File: src/design/umx_pkg.sv
package umx_pkg;

    // Data path widths.
    localparam int WORD_W    = 32;
    localparam int REG_AW    = 3;
    localparam int REG_COUNT = 8;
    localparam int CHAR_W    = 9;
    localparam int ACT_W     = 4;
    localparam int IMM_W     = 25;
    localparam int DIV_CNT_W = 5;

    // Instruction field positions.
    localparam int OPC_LSB = 28;
    localparam int IMM_A_LSB = 25;
    localparam int FIELD_A_LSB = 6;
    localparam int FIELD_B_LSB = 3;
    localparam int FIELD_C_LSB = 0;

    // Last step of the bit-serial divider.
    localparam logic [DIV_CNT_W-1:0] DIV_LAST = DIV_CNT_W'(WORD_W - 1);

    // Opcodes.
    localparam logic [3:0] OP_CMOV    = 4'd0;
    localparam logic [3:0] OP_LOAD    = 4'd1;
    localparam logic [3:0] OP_STORE   = 4'd2;
    localparam logic [3:0] OP_ADD     = 4'd3;
    localparam logic [3:0] OP_MUL     = 4'd4;
    localparam logic [3:0] OP_DIV     = 4'd5;
    localparam logic [3:0] OP_NAND    = 4'd6;
    localparam logic [3:0] OP_HALT    = 4'd7;
    localparam logic [3:0] OP_MAP     = 4'd8;
    localparam logic [3:0] OP_UNMAP   = 4'd9;
    localparam logic [3:0] OP_OUTPUT  = 4'd10;
    localparam logic [3:0] OP_INPUT   = 4'd11;
    localparam logic [3:0] OP_LOADPRG = 4'd12;
    localparam logic [3:0] OP_LOADIMM = 4'd13;

    // Input item kinds.
    localparam logic OPER_EXEC = 1'b0;
    localparam logic OPER_RESP = 1'b1;

    // Result actions.
    typedef enum logic [ACT_W-1:0] {
        ACT_NONE     = 4'd0,
        ACT_READ     = 4'd1,
        ACT_WRITE    = 4'd2,
        ACT_MAP      = 4'd3,
        ACT_UNMAP    = 4'd4,
        ACT_OUTPUT   = 4'd5,
        ACT_LOADPROG = 4'd6,
        ACT_JUMP     = 4'd7,
        ACT_HALT     = 4'd8,
        ACT_DIVZERO  = 4'd9,
        ACT_ILLEGAL  = 4'd10
    } umx_action_t;

    // Sequencer states.
    typedef enum logic [2:0] {
        S_IDLE,
        S_READ,
        S_EXEC,
        S_DIV,
        S_DONE
    } umx_state_t;

endpackage

File: src/design/universal_machine_execute_core.sv
// Execute core of a 32-bit, 14-opcode segmented-memory machine. Each transfer on the input
// channel is either an instruction word fetched at next_pc or a memory response that fills the
// register left pending by a load or map; each produces exactly one result that carries a
// request (read, write, map, unmap, output, load program), a jump, a halt, a fault or
// nothing, plus the next program counter. The eight registers live in a small synchronous
// memory with two read ports and one write port. One item is worked on at a time: a response
// goes from accept straight to write back, most instructions pass through accept, register
// read, execute and write back, and divide runs a one-bit-per-cycle restoring divider between
// execute and write back. A result not yet taken delays only the next item's write-back step.
module universal_machine_execute_core (
    input  logic        clk,
    input  logic        rst_n,
    input  logic        in_valid,
    output logic        in_ready,
    input  logic        operation,
    input  logic [31:0] instr_word,
    input  logic [8:0]  in_char,
    input  logic [31:0] mem_data,
    output logic        out_valid,
    input  logic        out_ready,
    output logic [3:0]  action,
    output logic [31:0] segment_id,
    output logic [31:0] word_offset,
    output logic [31:0] data_value,
    output logic [31:0] next_pc
);

    localparam int W  = umx_pkg::WORD_W;
    localparam int AW = umx_pkg::REG_AW;

    // Sequencer and architectural state.
    umx_pkg::umx_state_t state_reg, state_next;
    logic [W-1:0]  pc_reg;
    logic [AW-1:0] pend_reg;
    logic          pend_valid_reg;
    logic [umx_pkg::REG_COUNT-1:0] rfv_reg;

    // Latched input item.
    logic [W-1:0] word_reg, word_next;
    logic [umx_pkg::CHAR_W-1:0] char_reg, char_next;

    // Operands.
    logic [W-1:0] vb_reg, vb_next;
    logic [W-1:0] vc_reg, vc_next;

    // Divider.
    logic [W-1:0] rem_reg, rem_next;
    logic [W-1:0] quo_reg, quo_next;
    logic [umx_pkg::DIV_CNT_W-1:0] cnt_reg, cnt_next;
    logic [W:0]   div_trial;

    // Pending result of the item at work.
    umx_pkg::umx_action_t res_act_reg, res_act_next;
    logic [W-1:0]  res_seg_reg, res_seg_next;
    logic [W-1:0]  res_off_reg, res_off_next;
    logic [W-1:0]  res_dat_reg, res_dat_next;
    logic [W-1:0]  res_pc_reg, res_pc_next;
    logic          res_we_reg, res_we_next;
    logic [AW-1:0] res_wa_reg, res_wa_next;
    logic [W-1:0]  res_wd_reg, res_wd_next;
    logic [AW-1:0] res_pend_reg, res_pend_next;
    logic          res_pend_valid_reg, res_pend_valid_next;

    // Output register.
    logic          out_valid_reg;
    umx_pkg::umx_action_t out_act_reg;
    logic [W-1:0]  out_seg_reg, out_off_reg, out_dat_reg, out_pc_reg;

    // Register file memory.
    logic [W-1:0]  rf_mem [umx_pkg::REG_COUNT];
    logic [AW-1:0] rd_addr0, rd_addr1;
    logic [W-1:0]  rd0_reg, rd1_reg;
    logic          rd0_ok_reg, rd1_ok_reg;
    logic [W-1:0]  rd0_val, rd1_val;

    logic          accept;
    logic          finish;
    logic          mem_we;

    // Decoded fields of the latched word.
    logic [3:0]    opc;
    logic [AW-1:0] fa, fb, fc, fimm_a;
    logic [W-1:0]  pc_adv;

    assign in_ready = (state_reg == umx_pkg::S_IDLE);
    assign accept   = in_valid && in_ready;
    assign finish   = (state_reg == umx_pkg::S_DONE) && (!out_valid_reg || out_ready);
    assign mem_we   = finish && res_we_reg;

    assign opc    = word_reg[umx_pkg::OPC_LSB +: 4];
    assign fa     = word_reg[umx_pkg::FIELD_A_LSB +: AW];
    assign fb     = word_reg[umx_pkg::FIELD_B_LSB +: AW];
    assign fc     = word_reg[umx_pkg::FIELD_C_LSB +: AW];
    assign fimm_a = word_reg[umx_pkg::IMM_A_LSB +: AW];
    assign pc_adv = pc_reg + W'(1);

    // Port 0 reads B on accept and A in the register-read state; port 1 reads C.
    assign rd_addr0 = (state_reg == umx_pkg::S_IDLE) ? instr_word[umx_pkg::FIELD_B_LSB +: AW] : fa;
    assign rd_addr1 = instr_word[umx_pkg::FIELD_C_LSB +: AW];

    // A register never written since reset reads as zero.
    assign rd0_val = rd0_ok_reg ? rd0_reg : '0;
    assign rd1_val = rd1_ok_reg ? rd1_reg : '0;

    // Register file storage with registered reads.
    always_ff @(posedge clk)
    begin
        if (mem_we)
        begin
            rf_mem[res_wa_reg] <= res_wd_reg;
        end
        rd0_reg <= rf_mem[rd_addr0];
        rd1_reg <= rf_mem[rd_addr1];
    end

    // One restoring divide step.
    assign div_trial = {rem_reg, quo_reg[W-1]} - {1'b0, vc_reg};

    // Next state, execution and result selection.
    always_comb
    begin
        state_next          = state_reg;
        word_next           = word_reg;
        char_next           = char_reg;
        vb_next             = vb_reg;
        vc_next             = vc_reg;
        rem_next            = rem_reg;
        quo_next            = quo_reg;
        cnt_next            = cnt_reg;
        res_act_next        = res_act_reg;
        res_seg_next        = res_seg_reg;
        res_off_next        = res_off_reg;
        res_dat_next        = res_dat_reg;
        res_pc_next         = res_pc_reg;
        res_we_next         = res_we_reg;
        res_wa_next         = res_wa_reg;
        res_wd_next         = res_wd_reg;
        res_pend_next       = res_pend_reg;
        res_pend_valid_next = res_pend_valid_reg;

        unique case (state_reg)
            umx_pkg::S_IDLE:
            begin
                if (accept)
                begin
                    word_next           = instr_word;
                    char_next           = in_char;
                    res_act_next        = umx_pkg::ACT_NONE;
                    res_seg_next        = '0;
                    res_off_next        = '0;
                    res_dat_next        = '0;
                    res_pc_next         = pc_reg;
                    res_we_next         = 1'b0;
                    res_wa_next         = pend_reg;
                    res_wd_next         = mem_data;
                    res_pend_next       = pend_reg;
                    res_pend_valid_next = pend_valid_reg;
                    priority if (operation == umx_pkg::OPER_RESP)
                    begin
                        // A response fills the pending register, if any.
                        res_we_next         = pend_valid_reg;
                        res_pend_valid_next = 1'b0;
                        state_next          = umx_pkg::S_DONE;
                    end
                    else if (pend_valid_reg)
                    begin
                        // Instructions are ignored while a response is owed.
                        state_next = umx_pkg::S_DONE;
                    end
                    else
                    begin
                        state_next = umx_pkg::S_READ;
                    end
                end
            end

            umx_pkg::S_READ:
            begin
                vb_next    = rd0_val;
                vc_next    = rd1_val;
                state_next = umx_pkg::S_EXEC;
            end

            umx_pkg::S_EXEC:
            begin
                state_next  = umx_pkg::S_DONE;
                res_pc_next = pc_adv;
                res_wa_next = fa;
                unique case (opc)
                    umx_pkg::OP_CMOV:
                    begin
                        res_we_next = (vc_reg != '0);
                        res_wd_next = vb_reg;
                    end
                    umx_pkg::OP_LOAD:
                    begin
                        res_act_next        = umx_pkg::ACT_READ;
                        res_seg_next        = vb_reg;
                        res_off_next        = vc_reg;
                        res_pend_next       = fa;
                        res_pend_valid_next = 1'b1;
                    end
                    umx_pkg::OP_STORE:
                    begin
                        res_act_next = umx_pkg::ACT_WRITE;
                        res_seg_next = rd0_val;
                        res_off_next = vb_reg;
                        res_dat_next = vc_reg;
                    end
                    umx_pkg::OP_ADD:
                    begin
                        res_we_next = 1'b1;
                        res_wd_next = vb_reg + vc_reg;
                    end
                    umx_pkg::OP_MUL:
                    begin
                        res_we_next = 1'b1;
                        res_wd_next = W'(vb_reg * vc_reg);
                    end
                    umx_pkg::OP_DIV:
                    begin
                        if (vc_reg == '0)
                        begin
                            res_act_next = umx_pkg::ACT_DIVZERO;
                            res_pc_next  = pc_reg;
                        end
                        else
                        begin
                            res_we_next = 1'b1;
                            rem_next    = '0;
                            quo_next    = vb_reg;
                            cnt_next    = '0;
                            state_next  = umx_pkg::S_DIV;
                        end
                    end
                    umx_pkg::OP_NAND:
                    begin
                        res_we_next = 1'b1;
                        res_wd_next = ~(vb_reg & vc_reg);
                    end
                    umx_pkg::OP_HALT:
                    begin
                        res_act_next = umx_pkg::ACT_HALT;
                        res_pc_next  = pc_reg;
                    end
                    umx_pkg::OP_MAP:
                    begin
                        res_act_next        = umx_pkg::ACT_MAP;
                        res_off_next        = vc_reg;
                        res_pend_next       = fb;
                        res_pend_valid_next = 1'b1;
                    end
                    umx_pkg::OP_UNMAP:
                    begin
                        res_act_next = umx_pkg::ACT_UNMAP;
                        res_seg_next = vc_reg;
                    end
                    umx_pkg::OP_OUTPUT:
                    begin
                        res_act_next = umx_pkg::ACT_OUTPUT;
                        res_dat_next = {{(W-8){1'b0}}, vc_reg[7:0]};
                    end
                    umx_pkg::OP_INPUT:
                    begin
                        // End of input loads all ones.
                        res_we_next = 1'b1;
                        res_wa_next = fc;
                        res_wd_next = char_reg[8] ? '1 : {{(W-8){1'b0}}, char_reg[7:0]};
                    end
                    umx_pkg::OP_LOADPRG:
                    begin
                        res_act_next = (vb_reg != '0) ? umx_pkg::ACT_LOADPROG
                                                      : umx_pkg::ACT_JUMP;
                        res_seg_next = vb_reg;
                        res_pc_next  = vc_reg;
                    end
                    umx_pkg::OP_LOADIMM:
                    begin
                        res_we_next = 1'b1;
                        res_wa_next = fimm_a;
                        res_wd_next = {{(W-umx_pkg::IMM_W){1'b0}}, word_reg[umx_pkg::IMM_W-1:0]};
                    end
                    default:
                    begin
                        res_act_next = umx_pkg::ACT_ILLEGAL;
                        res_pc_next  = pc_reg;
                    end
                endcase
            end

            umx_pkg::S_DIV:
            begin
                if (!div_trial[W])
                begin
                    rem_next = div_trial[W-1:0];
                    quo_next = {quo_reg[W-2:0], 1'b1};
                end
                else
                begin
                    rem_next = {rem_reg[W-2:0], quo_reg[W-1]};
                    quo_next = {quo_reg[W-2:0], 1'b0};
                end
                cnt_next = cnt_reg + 1'b1;
                if (cnt_reg == umx_pkg::DIV_LAST)
                begin
                    res_wd_next = quo_next;
                    state_next  = umx_pkg::S_DONE;
                end
            end

            umx_pkg::S_DONE:
            begin
                if (finish)
                begin
                    state_next = umx_pkg::S_IDLE;
                end
            end

            default:
            begin
                state_next = umx_pkg::S_IDLE;
            end
        endcase
    end

    // Control state, valid bits and output transfer.
    always_ff @(posedge clk or negedge rst_n)
    begin
        if (!rst_n)
        begin
            state_reg      <= umx_pkg::S_IDLE;
            pc_reg         <= '0;
            pend_reg       <= '0;
            pend_valid_reg <= 1'b0;
            rfv_reg        <= '0;
            rd0_ok_reg     <= 1'b0;
            rd1_ok_reg     <= 1'b0;
            out_valid_reg  <= 1'b0;
        end
        else
        begin
            state_reg  <= state_next;
            rd0_ok_reg <= rfv_reg[rd_addr0];
            rd1_ok_reg <= rfv_reg[rd_addr1];
            if (mem_we)
            begin
                rfv_reg[res_wa_reg] <= 1'b1;
            end
            if (finish)
            begin
                pc_reg         <= res_pc_reg;
                pend_reg       <= res_pend_reg;
                pend_valid_reg <= res_pend_valid_reg;
                out_valid_reg  <= 1'b1;
            end
            else if (out_ready)
            begin
                out_valid_reg <= 1'b0;
            end
        end
    end

    // Payload registers.
    always_ff @(posedge clk)
    begin
        word_reg           <= word_next;
        char_reg           <= char_next;
        vb_reg             <= vb_next;
        vc_reg             <= vc_next;
        rem_reg            <= rem_next;
        quo_reg            <= quo_next;
        cnt_reg            <= cnt_next;
        res_act_reg        <= res_act_next;
        res_seg_reg        <= res_seg_next;
        res_off_reg        <= res_off_next;
        res_dat_reg        <= res_dat_next;
        res_pc_reg         <= res_pc_next;
        res_we_reg         <= res_we_next;
        res_wa_reg         <= res_wa_next;
        res_wd_reg         <= res_wd_next;
        res_pend_reg       <= res_pend_next;
        res_pend_valid_reg <= res_pend_valid_next;
        if (finish)
        begin
            out_act_reg <= res_act_reg;
            out_seg_reg <= res_seg_reg;
            out_off_reg <= res_off_reg;
            out_dat_reg <= res_dat_reg;
            out_pc_reg  <= res_pc_reg;
        end
    end

    assign out_valid   = out_valid_reg;
    assign action      = out_act_reg;
    assign segment_id  = out_seg_reg;
    assign word_offset = out_off_reg;
    assign data_value  = out_dat_reg;
    assign next_pc     = out_pc_reg;

    // A shown result always carries the counter the core now holds.
    a_out_pc_matches: assert property (@(posedge clk) disable iff (!rst_n)
        out_valid_reg |-> (out_pc_reg == pc_reg))
        else $error("shown next_pc differs from the program counter");

    // The register file is written only at write-back.
    a_we_in_done: assert property (@(posedge clk) disable iff (!rst_n)
        mem_we |-> (state_reg == umx_pkg::S_DONE))
        else $error("register write outside write-back");

    // The divider never runs with a zero divisor.
    a_div_nonzero: assert property (@(posedge clk) disable iff (!rst_n)
        (state_reg == umx_pkg::S_DIV) |-> (vc_reg != '0))
        else $error("divider running with zero divisor");

    // An accepted item always leaves the idle state.
    a_accept_busy: assert property (@(posedge clk) disable iff (!rst_n)
        accept |=> (state_reg != umx_pkg::S_IDLE))
        else $error("core stayed idle after an input transfer");

endmodule
File: config.mk
export PLATFORM = sky130hd
export DESIGN_NAME = universal_machine_execute_core
export DESIGN_NICKNAME = d
export VERILOG_FILES = /design/src/design/umx_pkg.sv /design/src/design/universal_machine_execute_core.sv
export SDC_FILE = /design/constraint.sdc
export NUM_CORES = 2
export LEC_CHECK = 0
export ABC_AREA = 1
export BUFFER_PORTS_ARGS = -buffer_cell sky130_fd_sc_hd__buf_2
export CORE_ASPECT_RATIO = 0.9
export CORE_MARGIN = 8
export CORE_UTILIZATION = 30
export CTS_BUF_LIST = sky130_fd_sc_hd__clkbuf_16
export DETAILED_ROUTE_END_ITERATION = 8
export GPL_ROUTABILITY_DRIVEN = 0
export PLACE_DENSITY = 0.53
export SLEW_MARGIN = 20
export SYNTH_ARGS = -nofsm -noshare
export SYNTH_HDL_FRONTEND = slang
export SYNTH_SLANG_ARGS = --single-unit
File: constraint.sdc
create_clock -name clk -period 13.3 [get_ports clk]
set_input_delay 2.66 -clock clk [delete_from_list [all_inputs] [get_ports clk]]
set_output_delay 2.66 -clock clk [all_outputs]
set_load 0.02 [all_outputs]
# Yosys cells after proc, flatten, opt, wreduce, memory -nomap -nowiden
# Memories as Yosys holds them, arrays and structs flattened. A register that Yosys moved wholly into a read port is not among the register bits.
# Cells that the tools add are included.
[classes]
add_sub_neg = 4
mul = 1
n_lt_le_gt_ge = 4
eq_ne = 33
n_mux = 66
bitwise = 3
n_reduce_logical = 32
[op_table]
columns = ["operator", "n"]
rows = [
  ["32-bit one-hot mux with 2 select lines", 8],
  ["32-bit two-way mux", 12],
  ["32-bit one-hot mux with 3 select lines", 3],
  ["32-bit one-hot mux with 6 select lines", 1],
  ["32-bit nonzero test", 2],
  ["4-bit one-hot mux with 9 select lines", 1],
  ["33-bit by 32-bit subtractor with 33-bit output", 1],
  ["32-bit by 1-bit adder with 32-bit output, second input constant", 1],
  ["32-bit adder", 1],
  ["32-bit AND", 1],
  ["32-bit zero test", 1],
  ["32-bit by 32-bit multiplier with 32-bit output", 1],
  ["32-bit NOT", 1],
  ["3-bit two-way mux", 9],
  ["4-bit == test, second input constant", 6],
  ["3-bit one-hot mux with 2 select lines", 4],
  ["3-bit AND reduction", 7],
  ["4-bit by 3-bit == test with 1-bit output, second input constant", 4],
  ["1-bit two-way mux", 15],
  ["3-bit one-hot mux with 5 select lines", 1],
  ["3-bit by 4-bit less-than comparator with 1-bit output, second input constant", 3],
  ["2-bit inequality test, second input constant", 6],
  ["4-bit AND reduction", 3],
  ["11-bit OR reduction", 1],
  ["35 further kinds", 50],
]
[word_totals]
reg_bits = 528
mem_bits_rw = 256
input_bits = 78
out_inout_bits = 134
n_memories = 1
[mem_list]
columns = ["name", "words", "width", "read_ports", "rd_clocked_by_memory_dff", "write_ports", "line_no", "text"]
rows = [
  ["rf_mem", 8, 32, 2, 2, 1, "universal_machine_execute_core.sv:70", "logic [W-1:0] rf_mem [umx_pkg::REG_COUNT];"],
]

# Depth between registers and ports, before layout
[logic_depth]
ltp_word = 6
ltp_mapped = 32

# Worst setup path after synthesis
# Ideal clock, no wire load.
[synth_path]
path_type = "in2reg"
from = "input in_valid"
to = "register res_off_reg[0], enable pin"
t_arrival_ns = 7.138
path_slack_ns = 5.696
path_stages = 4
cell_sequence = "inv_1 -> nor2_1 -> nor2_1 -> o21ai_0"
[synth_via]
elab_chain_cells = 3
[synth_lines]
columns = ["item", "line_no", "text"]
rows = [
  ["start: declaration", "universal_machine_execute_core.sv:13", "input logic in_valid,"],
  ["1-bit logical AND", "universal_machine_execute_core.sv:86", "assign accept = in_valid && in_ready;"],
  ["2-bit by 1-bit inequality test with 1-bit output (no source line)", "--", ""],
  ["3-bit AND reduction (no source line)", "--", ""],
  ["end signal: assignment", "universal_machine_execute_core.sv:375", "res_off_reg <= res_off_next;"],
  ["end: declaration", "universal_machine_execute_core.sv:55", "logic [W-1:0] res_off_reg, res_off_next;"],
]
# Every way passes these cells.
# A chain may end at the register's enable or synchronous reset.

# Worst setup path in the final report
[layout_path]
from = "register vc_reg[9]"
to = "register res_wd_reg[31] (data pin)"
[layout_via]
elab_chain_cells = 3
elab_cells_between_ends = 4
cone_classes = "add/sub (1); mul (1); mux (2)"
[layout_lines]
columns = ["item", "line_no", "text"]
rows = [
  ["start: declaration", "universal_machine_execute_core.sv:44", "logic [W-1:0] vc_reg, vc_next;"],
  ["start signal: assignment", "universal_machine_execute_core.sv:369", "vc_reg <= vc_next;"],
  ["32-bit by 32-bit multiplier with 32-bit output / 32-bit adder (equally long branches)", "universal_machine_execute_core.sv:218, universal_machine_execute_core.sv:213", ""],
  ["32-bit one-hot mux with 6 select lines (*)", "universal_machine_execute_core.sv:189", "unique case (opc)"],
  ["32-bit one-hot mux with 3 select lines (*)", "universal_machine_execute_core.sv:141", "unique case (state_reg)"],
  ["named net res_wd_next[31]", "universal_machine_execute_core.sv:60", "logic [W-1:0] res_wd_reg, res_wd_next;"],
  ["end signal: assignment", "universal_machine_execute_core.sv:380", "res_wd_reg <= res_wd_next;"],
  ["end: declaration", "universal_machine_execute_core.sv:60", ""],
]
# Mark *: on every way through the listed nets, which the timed path passes. The rest lies on a longest branch.

==> flow_results.org <==
** Timing
- Period minus WS final :: 7.72 ns
- Setup skew after layout :: 0.0575 ns
- The number of max-slew violations in the final report came to 0.
- Based on the critical path, the design can be clocked at up to 130 MHz.
- Setup repair after global routing left no endpoint under its margin.
- The final hold violation count came to 0.
- After layout, the worst path uses about three fifths of the clock period.
- Max transition margin :: 24.8%
- Setup violators final :: 0
- Transition time at the pin with the least slew margin :: 1.12 ns
- In the final timing run, aggregate negative setup slack is 0 ns.

** Global routing
- The first global-routing pass estimated 305000 um of wire.
- The number of global-route vias before repair was 44300.
- Initial antenna violation count :: 17
- Pin count of the biggest net entering global routing :: 164
- Total GRT Usage :: 20.4%
- Grt ovf :: 0

** Setup path
- Biggest fanout along the worst timing path :: 19
- Master of the slowest instance on the critical path :: sky130_fd_sc_hd__edfxtp_1
- The largest single stage delay on the critical path is 0.97 ns.
- For the worst setup path, the data arrival time is 8.22 ns.
- Data on the critical path is required at its endpoint by roughly 14 ns.
- Type of element launching the critical path :: flop
- The most numerous cell type found on the critical path is sky130_fd_sc_hd__fa_1.
- Worst setup path class :: flop to flop
- Kind of capture point of the worst setup path :: flop

** Route
- Number of routed nets with antenna violations :: 0
- Detailed routing inserted a total of 45100 vias.
- Count of TritonRoute iterations in the first routing pass :: 9
- The first routing iteration left between 5000 and 6000 violations.
- For this run, design rule violations remaining after detail routing come to 0.
- Average routed wire per standard cell :: approximately 24 um
- Vias per cell :: 5.17
- Routed Wire Length :: 211000 um

** Synthesis
- Most used standard cells in the synthesized netlist :: sky130_fd_sc_hd__nand2_1, sky130_fd_sc_hd__inv_1, sky130_fd_sc_hd__edfxtp_1, sky130_fd_sc_hd__o21ai_0, sky130_fd_sc_hd__fa_1
- Sequential elements use 44.0% of the synthesized area.
- Primary FF master, synth :: sky130_fd_sc_hd__edfxtp_1
- Yosys mapped a number of flops with a built-in enable equal to 734.
- Total nets after synthesis :: 6786
- Synthesis produced ~6000 cells.
- Leading area contributor after synthesis :: sky130_fd_sc_hd__edfxtp_1
- Each instance of the synthesized netlist takes up on average 9.15 um2.
- Total of flip-flops plus latches after synthesis :: between 800 and 900
- Ranked by total cell area, the synthesized netlist is headed by sky130_fd_sc_hd__edfxtp_1, sky130_fd_sc_hd__fa_1, sky130_fd_sc_hd__nand2_1.
- Top-count cell post-synth :: sky130_fd_sc_hd__nand2_1
- Counting flops with an async set or reset pin after synthesis yields a share of between 5 and 6%.
- During synthesis, Yosys emitted a total of 0 warnings.
- Count of cell types in the netlist :: 56
- Of the post-synthesis cell area, the dominant cell type holds approximately 39%.
- Netlist area before placement :: 55900 um2

** Clock tree
- Clock transition at the registers of the reported paths :: 0.07 ns
- Counting along the longest clock path gives a buffer depth of 3.
- The clock drives 848 sinks.
- The later pin in the worst-skew pair is clocked with a latency of between 0.7 and 0.8 ns.
- Clock tree synthesis selected as its root buffer the cell sky130_fd_sc_hd__clkbuf_16.
- Clock tree from TritonCTS :: done
- Buffers inserted during clock tree synthesis total 92.
- In this run the post-CTS setup repair buffer count came out at 0.
- The number of hold buffers added after CTS was 0.
- Maximum level of the CTS H-tree :: 3
- Once the clock tree was built, the resizer swapped 0 gates to a different size.

** Floorplanning
- The die is 471 um wide.
- In this run the core area contains 150 standard-cell rows.
- From bottom edge to top edge, the die measures 426 um.
- Starting density of the core :: 30.1%
- IO Count :: about 210
- Total Die Area :: 200000 um2
- Core area :: 185000 um2

** Hold path
- Hold WC Path Type :: flop to flop

** Placed design
- During placement, the flow inserted port buffers numbering 211.
- Detailed placement finished with a half-perimeter wire length of 148000 um.

** Finish
- Number of nets in the layout :: ~6900
- The post-route netlist has 8.35% of its cells at a drive strength greater than 1.
- Flip-flop count of the largest register, all copies and words added :: between 200 and 300
- Top reg by flops :: rf_mem
- The layout has ~19000 filler cells.
- Compared with the post-synthesis result, the final layout area differs by 12.4%.

** Job
- Max-cap viol count :: 0

** Run status
- The run finished with clean final reports.
cells in the final DEF, fill, tap and decap left out, types with 76 or more instances in the layout:
cell                        netlist  routed
sky130_fd_sc_hd__a21oi_1        319     318
sky130_fd_sc_hd__a31oi_1         78      76
sky130_fd_sc_hd__buf_2           22     209
sky130_fd_sc_hd__buf_4            1      96
sky130_fd_sc_hd__clkbuf_16        0      92
sky130_fd_sc_hd__edfxtp_1       734     734
sky130_fd_sc_hd__fa_1           410     410
sky130_fd_sc_hd__ha_1           190     190
sky130_fd_sc_hd__inv_1         1153    1168
sky130_fd_sc_hd__nand2_1       1275    1274
sky130_fd_sc_hd__nand3_1        155     155
sky130_fd_sc_hd__nor2_1         359     344
sky130_fd_sc_hd__o211ai_1        88      88
sky130_fd_sc_hd__o21ai_0        492     488
critical path, delay by kind of cell, from the launching register on:
kind	cells	cell delay, ns
fa+ha+maj	10	4.42
compound gates	2	0.26
simple gates	10	1.09
buf+inv	6	0.72
flops	1	0.97
metrics by stage:
| stage | cells | cell area (um2) | utilization [%] | setup slack [ns] | hold slack, ns |
|---|---|---|---|---|---|
| after floorplan | 6108 | 55900 | - | 5.70 | 0.400 |
| after global placement | 8545 | 59800 | 32.2 | 5.78 | 0.405 |
| after detailed placement | 8545 | 59800 | 32.2 | 5.69 | 0.405 |
| after CTS | 8718 | 62800 | 33.9 | 5.62 | 0.419 |
| after global routing | 8722 | 62800 | 33.9 | 5.18 | 0.422 |
| final | 8726 | 62900 | 33.9 | 5.58 | 0.418 |
layout make-up:
class | count | area (um2) | area share, %
multi-input cells | 3796 | 26000 | 41.3
flip-flops and latches | 848 | 24600 | 39.1
inverters | 1163 | 4370 | 6.95
well taps | 2432 | 3040 | 4.84
clock buffers | 92 | 2300 | 3.66
repair buffers | 308 | 1840 | 2.93
clock inverters | 81 | 726 | 1.15
diodes | 6 | 15.0 | 0.0239
layer usage:
layer	part of all wire [%]	vias to the layer above	global-route usage (%)
met1	40	22200	26.9
met5	0.016	-	0
met2	45	2385	32.0
met3	9.5	506	4.18
met4	5.6	4	9.73
li1	-	20000	-
cell families (layout without fill, tap and decap cells):
group | after synthesis | count (layout) | share of synthesized area [%]
AO/OA/AOI/OAI | 1194 | 1194 | 12.2
XOR/XNOR | 60 | 60 | 0.940
adder cells (fa/ha/maj) | 600 | 600 | 18.9
buffers and inverters | 1464 | 1644 | 9.93
flip-flops | 848 | 848 | 44.0
other | 0 | 6 | 0
AND/OR/NAND/NOR | 1942 | 1942 | 14.1
worst paths after layout:
path	cells past startpoint	end	slack [ns]	startpoint
max reg2reg	28	res_wd_reg[31]	5.58	vc_reg[9]
min	0	word_offset[8]	0.42	res_off_reg[8]
min reg2reg	0	word_offset[8]	0.42	res_off_reg[8]
max in group asynchronous	2	rd1_ok_reg	10.51	rst_n
max	28	res_wd_reg[31]	5.58	vc_reg[9]
min in group asynchronous	2	pc_reg[9]	2.12	rst_n
Power is not shown: default switching activity piles up to over one toggle a cycle in this logic, so the estimate is an artifact.
